**src/hdl/etf_pkg.sv**
```systemverilog
// ============================================================================
// etf_pkg: shared definitions for the escape-time fractal iterator
// Widths, reset values, command and register codes, sequencer states and the
// load-control group passed from the sequencer to the datapath.
// ============================================================================
package etf_pkg;

   // Default coordinate width (Q4.28 at 32 bits) and reported count width.
   localparam int COORD_WIDTH_DEF = 32;
   localparam int ITER_WIDTH_DEF  = 16;

   // Integer bits of the fixed-point coordinate format, sign included.
   localparam int INT_BITS = 4;

   // Register and counter widths.
   localparam int CNT_WIDTH       = 16;
   localparam int COLOR_WIDTH     = 32;
   localparam int JULIA_WIDTH     = 32;
   localparam int CSR_DATA_WIDTH  = 32;
   localparam int CSR_INDEX_WIDTH = 2;

   // Widest operand digit that the shared multiplier handles at a time.
   localparam int DIGIT_MAX = 32;

   localparam logic [CNT_WIDTH-1:0]   MAX_ITER_RESET = 16'd100;
   localparam logic [COLOR_WIDTH-1:0] COLOR_RESET    = 32'h00FF_FFFF;

   typedef enum logic [1:0] {
      CMD_MANDELBROT   = 2'd0,
      CMD_JULIA        = 2'd1,
      CMD_TRICORN      = 2'd2,
      CMD_BURNING_SHIP = 2'd3
   } etf_cmd_type;

   typedef enum logic [CSR_INDEX_WIDTH-1:0] {
      CSR_MAX_ITERATIONS = 2'd0,
      CSR_COLOR_CODE     = 2'd1,
      CSR_JULIA_C_RE     = 2'd2,
      CSR_JULIA_C_IM     = 2'd3
   } etf_csr_type;

   typedef enum logic [3:0] {
      ST_IDLE,
      ST_LOOP,
      ST_SQ_RE,
      ST_SQ_IM,
      ST_CHECK,
      ST_CROSS,
      ST_UPDATE,
      ST_UPD_IM,
      ST_COLOR
   } etf_state_type;

   // Operand pair routed into the shared multiplier.
   typedef enum logic [1:0] {
      MSEL_RE_SQ,
      MSEL_IM_SQ,
      MSEL_CROSS
   } etf_msel_type;

   // Register load strobes issued by the sequencer.
   typedef struct packed {
      logic ld_start;
      logic ld_sq_re;
      logic ld_sq_im;
      logic ld_check;
      logic ld_cross;
      logic ld_update;
      logic ld_upd_im;
      logic ld_rsp;
   } etf_load_type;

endpackage

```
**src/hdl/etf_mul.sv**
```systemverilog
// ============================================================================
// etf_mul: shared digit-serial unsigned multiplier
// Multiplies two magnitudes one digit pair per cycle and accumulates the
// shifted partial products. The done strobe comes with the full product.
// ============================================================================
module etf_mul #(
   parameter int OP_WIDTH = etf_pkg::COORD_WIDTH_DEF
) (
   input  logic                    clock,
   input  logic                    reset,
   input  logic                    start,
   input  logic [OP_WIDTH-1:0]     op_a,
   input  logic [OP_WIDTH-1:0]     op_b,
   output logic                    done,
   output logic [2*OP_WIDTH-1:0]   product
);

   localparam int DIG_WIDTH  = (OP_WIDTH > etf_pkg::DIGIT_MAX) ? etf_pkg::DIGIT_MAX : OP_WIDTH;
   localparam int NUM_DIGITS = (OP_WIDTH + DIG_WIDTH - 1) / DIG_WIDTH;
   localparam int PAD_WIDTH  = NUM_DIGITS * DIG_WIDTH;
   localparam int ACC_WIDTH  = 2 * PAD_WIDTH;
   localparam int IDX_WIDTH  = (NUM_DIGITS > 1) ? $clog2(NUM_DIGITS) : 1;
   localparam logic [IDX_WIDTH-1:0] LAST_IDX = IDX_WIDTH'(NUM_DIGITS - 1);

   logic                   busy_ff, busy_in;
   logic [PAD_WIDTH-1:0]   a_ff, a_in;
   logic [PAD_WIDTH-1:0]   b_ff, b_in;
   logic [ACC_WIDTH-1:0]   acc_ff, acc_in;
   logic [IDX_WIDTH-1:0]   ia_ff, ia_in;
   logic [IDX_WIDTH-1:0]   ib_ff, ib_in;

   logic [DIG_WIDTH-1:0]   a_dig;
   logic [DIG_WIDTH-1:0]   b_dig;
   logic [2*DIG_WIDTH-1:0] partial;
   logic [ACC_WIDTH-1:0]   partial_shifted;
   logic [ACC_WIDTH-1:0]   acc_sum;
   logic                   last_step;

   // One digit pair per cycle; the partial product lands at its digit weight.
   always_comb begin
      a_dig           = a_ff[ia_ff * DIG_WIDTH +: DIG_WIDTH];
      b_dig           = b_ff[ib_ff * DIG_WIDTH +: DIG_WIDTH];
      partial         = a_dig * b_dig;
      partial_shifted = ACC_WIDTH'(partial) << (DIG_WIDTH * (int'(ia_ff) + int'(ib_ff)));
      acc_sum         = acc_ff + partial_shifted;
      last_step       = (ia_ff == LAST_IDX) && (ib_ff == LAST_IDX);
   end

   assign done    = busy_ff && last_step;
   assign product = acc_sum[2*OP_WIDTH-1:0];

   always_comb begin
      busy_in = busy_ff;
      a_in    = a_ff;
      b_in    = b_ff;
      acc_in  = acc_ff;
      ia_in   = ia_ff;
      ib_in   = ib_ff;
      if (start) begin
         busy_in = 1'b1;
         a_in    = PAD_WIDTH'(op_a);
         b_in    = PAD_WIDTH'(op_b);
         acc_in  = '0;
         ia_in   = '0;
         ib_in   = '0;
      end else if (busy_ff) begin
         acc_in = acc_sum;
         if (last_step) begin
            busy_in = 1'b0;
         end
         if (ia_ff == LAST_IDX) begin
            ia_in = '0;
            ib_in = ib_ff + 1'b1;
         end else begin
            ia_in = ia_ff + 1'b1;
         end
      end
   end

   always_ff @(posedge clock) begin
      if (reset) begin
         busy_ff <= 1'b0;
      end else begin
         busy_ff <= busy_in;
      end
   end

   always_ff @(posedge clock) begin
      a_ff   <= a_in;
      b_ff   <= b_in;
      acc_ff <= acc_in;
      ia_ff  <= ia_in;
      ib_ff  <= ib_in;
   end

endmodule

```
**config.mk**
```make
export PLATFORM = sky130hd
export DESIGN_NAME = etf_mul
export DESIGN_NICKNAME = d
export VERILOG_FILES = /design/src/hdl/etf_pkg.sv /design/src/hdl/etf_mul.sv
export SDC_FILE = /design/constraint.sdc
export NUM_CORES = 2
export LEC_CHECK = 0
export BUFFER_PORTS_ARGS = -buffer_cell sky130_fd_sc_hd__buf_2
export CAP_MARGIN = 10
export CORE_MARGIN = 2
export CORE_UTILIZATION = 40
export CTS_BUF_LIST = sky130_fd_sc_hd__clkbuf_8
export DETAILED_ROUTE_END_ITERATION = 8
export HOLD_SLACK_MARGIN = 0.15
export MAX_ROUTING_LAYER = met4
export SLEW_MARGIN = 20
export SYNTH_ARGS = -nofsm -noshare
export SYNTH_HDL_FRONTEND = slang
export SYNTH_SLANG_ARGS = --single-unit
```
**constraint.sdc**
```tcl
create_clock -name clock -period 20 [get_ports clock]
set_clock_uncertainty 0.05 [all_clocks]
set_input_delay 4 -clock clock [delete_from_list [all_inputs] [get_ports clock]]
set_output_delay 4 -clock clock [all_outputs]
set_load 0.03 [all_outputs]
```
==> flow_summary.json <==
{
  "end_kind": "output pin",
  "grt_util_all_layers_pct": 23.80,
  "finalCritPeriodShare_pct": 82.32,
  "synth_seq_cells": 130,
  "avgSynthCellArea_sq_um": 8.987,
  "outcome": "finished, final reports clean",
  "final_util_pct": 42.76,
  "grt_first_pass_wirelength_um": 192400,
  "cp.arrival_ps": 12410,
  "ant_nets": 0,
  "fin_tns_setup_ps": 0,
  "drt-total-wl_um": 118300,
  "synth.distinct_cells": 82,
  "worst_path_most_repeated_cell": "fa_1",
  "worst_slew_pin_slew_ps": 1082,
  "std_cell_rows": 118,
  "dr.pass1.iters": 5,
  "hold_viol": 0,
  "initial_core_util_pct": 40.43,
  "wl_per_cell_um": 19.71,
  "area_delta_synth_final_pct": 5.745,
  "seq_area_frac_synth_pct": 7.728,
  "cts_hold_buf": 0,
  "grt_pass1_vias": 33720,
  "clk_latency_ps": 620,
  "drc": 0,
  "rsz0062_at_grt": "no",
  "core-area_sq_mm": 0.1038,
  "synthesis.nets": 5962,
  "synth_top_flop_cell": "dfxtp_1",
  "boundaryPins": 132,
  "cts_made_buffers": 17,
  "fillCellCount": 10330,
  "grt_max_degree": 115,
  "setup_viol": 0,
  "cp_slowest_cell": "dfxtp_4",
  "slowest_delay_ps": 750,
  "htreeDepth": 4,
  "crit_required_ps": 15950,
  "clkSinkCount": 130,
  "placed_cells": 5969,
  "drv_cap": 0,
  "synth_edf_count": 64,
  "drive_gt1_share_pct": 6.103,
  "grt_overflow": 0,
  "final_cells": 6005,
  "clk_pin_slew_ps": 100,
  "post_cts_resized": 0,
  "nNetsFinal": 5900,
  "dp_hpwl_um": 93860,
  "synth_async_sr_flop_share_pct": 0,
  "slew_headroom_pct": 27.89,
  "crit_path_start_kind": "register",
  "crit_type": "reg2out",
  "finalMaxSlewViolations": 0,
  "place_congestion": 0.9344,
  "crit_fanout": 114,
  "synth_cells": 4670,
  "first_iter_violations": 1922,
  "clock-root-buffer": "clkbuf_8",
  "io_buffers": 131,
  "die_h_um": 327.9,
  "die_w_um": 327.9,
  "die-area_sq_mm": 0.1075,
  "cts_tree": "yes",
  "antenna_found_initial": 5,
  "netlist_area_sq_mm": 0.04197,
  "yosysWarnings": 0,
  "fmax_mhz": 60.74,
  "cts_buffer_depth": 2,
  "routed_via_density": 5.239,
  "num_vias": 31460,
  "regArea_sq_mm": 0.003251,
  "worst_hold_path_type": "reg2reg",
  "postCtsSetupBuffers": 0,
  "multi_input_area_sq_mm": 0.03450,
  "layout_min_cycle_time_ps": 16460
}
-- placed cells by master (no fill, tap or decap), types with 12 or more instances in the layout --
master	synthesis	routed
fa_1	897	897
inv_1	886	887
nand2_1	575	575
and2_1	574	574
ha_1	328	328
a21oi_1	168	168
nor2_1	153	153
buf_2	5	130
xnor2_1	91	91
o21ai_0	87	87
edfxtp_1	64	64
dfxtp_1	66	64
a21o_1	63	63
buf_4	2	58
mux2i_1	55	55
nand3_1	33	33
nand4_1	31	31
xor2_1	31	31
nor3_1	30	30
o21bai_1	29	29
nor2b_2	0	22
nor2b_1	52	20
clkbuf_8	0	18
a31oi_1	14	14
o21a_1	12	12
-- cells by family (layout without fill, tap and decap cells) --
logic type | Yosys count | in the layout | share of synthesized area, %
and+or+nand+nor | 1508 | 1508 | 18.11
adders and majority gates | 1225 | 1225 | 52.57
buffers and inverters | 1157 | 1108 | 10.38
AOI/OAI and AO/OA | 473 | 473 | 7.352
DFF | 130 | 130 | 7.728
xor gates and xnor gates | 122 | 122 | 2.546
muxes | 55 | 55 | 1.312
other | 0 | 4 | 0
-- routing by layer --
metal  vias up  global-route usage, %  part of all wire (%)
met5         -                      -                     0
met4         0                  6.462                   2.4
met3       161                  4.547                   6.7
met2       953                  37.43                    47
met1     16270                  31.45                    44
li1      14070                      -                     -
-- layout make-up --
| cell class | instances | area share (%) |
|---|---|---|
| clock buffers | 18 | 0.5582 |
| diodes | 4 | 0.02255 |
| well taps | 1380 | 3.891 |
| multi-input cells | 3383 | 77.74 |
| repair buffers | 190 | 2.518 |
| flip-flops and latches | 130 | 7.325 |
| clock inverters | 14 | 0.4567 |
| inverters | 886 | 7.494 |
-- registers in the layout (all words and copies together) (netlist names) --
name / flops
a_ff: 32
busy_ff: 1
ib_ff: 1
acc_ff: 64
b_ff: 32
-- through the flow --
| step | hold WS, ps | setup WS, ps | area (sq um) |
|---|---|---|---|
| finish | 463.0 | 3537 | 44380 |
| global placement | 431.6 | 4402 | 43920 |
| global route | 493.4 | 2918 | 44380 |
| detailed placement | 442.5 | 4355 | 43920 |
| CTS | 458.3 | 3599 | 44370 |
| floorplan | 417.3 | 6151 | 41970 |
-- synthesized netlist by cell type, drive strengths merged (5+ instances only) --
library cell,number,area [sq um]
a211oi,6,45.04
a21boi,8,63.81
or4,6,45.04
o21bai,29,217.7
a31o,5,43.79
a21oi,171,867.1
o31ai,5,42.54
nand2b,10,62.56
dfxtp,66,1321
edfxtp,64,1922
buf,17,77.57
nand2,575,2158
o311ai,5,51.31
mux2i,55,550.5
ha,328,4104
and2,574,3591
a31oi,17,133.9
nand3,34,182.7
and4,6,52.55
nor2,153,574.3
nor3b,8,60.06
nor3,30,150.1
fa,897,17960
nor2b,52,325.3
inv,886,3326
nand4,31,193.9
or3,6,37.54
xor2,31,271.5
a21o,63,473.0
clkbuf,254,953.4
o21ai,96,499.2
o21a,12,90.09
a211o,6,52.55
xnor2,91,797.0
a221oi,9,85.08
and3,11,70.07
-- worst paths after layout --
check,startpoint,endpoint,slack (ps),cells past startpoint
worst max-delay path,ib_ff$_SDFFE_PP0P_,product[63],3540,35
worst max register to register,ib_ff$_SDFFE_PP0P_,acc_ff[61]$_SDFFE_PP0P_,8300,36
worst min register to register,acc_ff[1]$_SDFFE_PP0P_,acc_ff[1]$_SDFFE_PP0P_,460,2
worst min-delay path,acc_ff[1]$_SDFFE_PP0P_,acc_ff[1]$_SDFFE_PP0P_,460,2
-- critical path: cells and delay by family, from the launching register on --
family                     cells  cell delay, ps
xor gates and xnor gates       3             630
DFF                            1             750
adders and majority gates     10            5060
and+or+nand+nor                8            1690
buffers and inverters          7            1300
AOI/OAI and AO/OA              7            2270
Power is not shown: default switching activity piles up to over one toggle a cycle in this logic, so the estimate is an artifact.
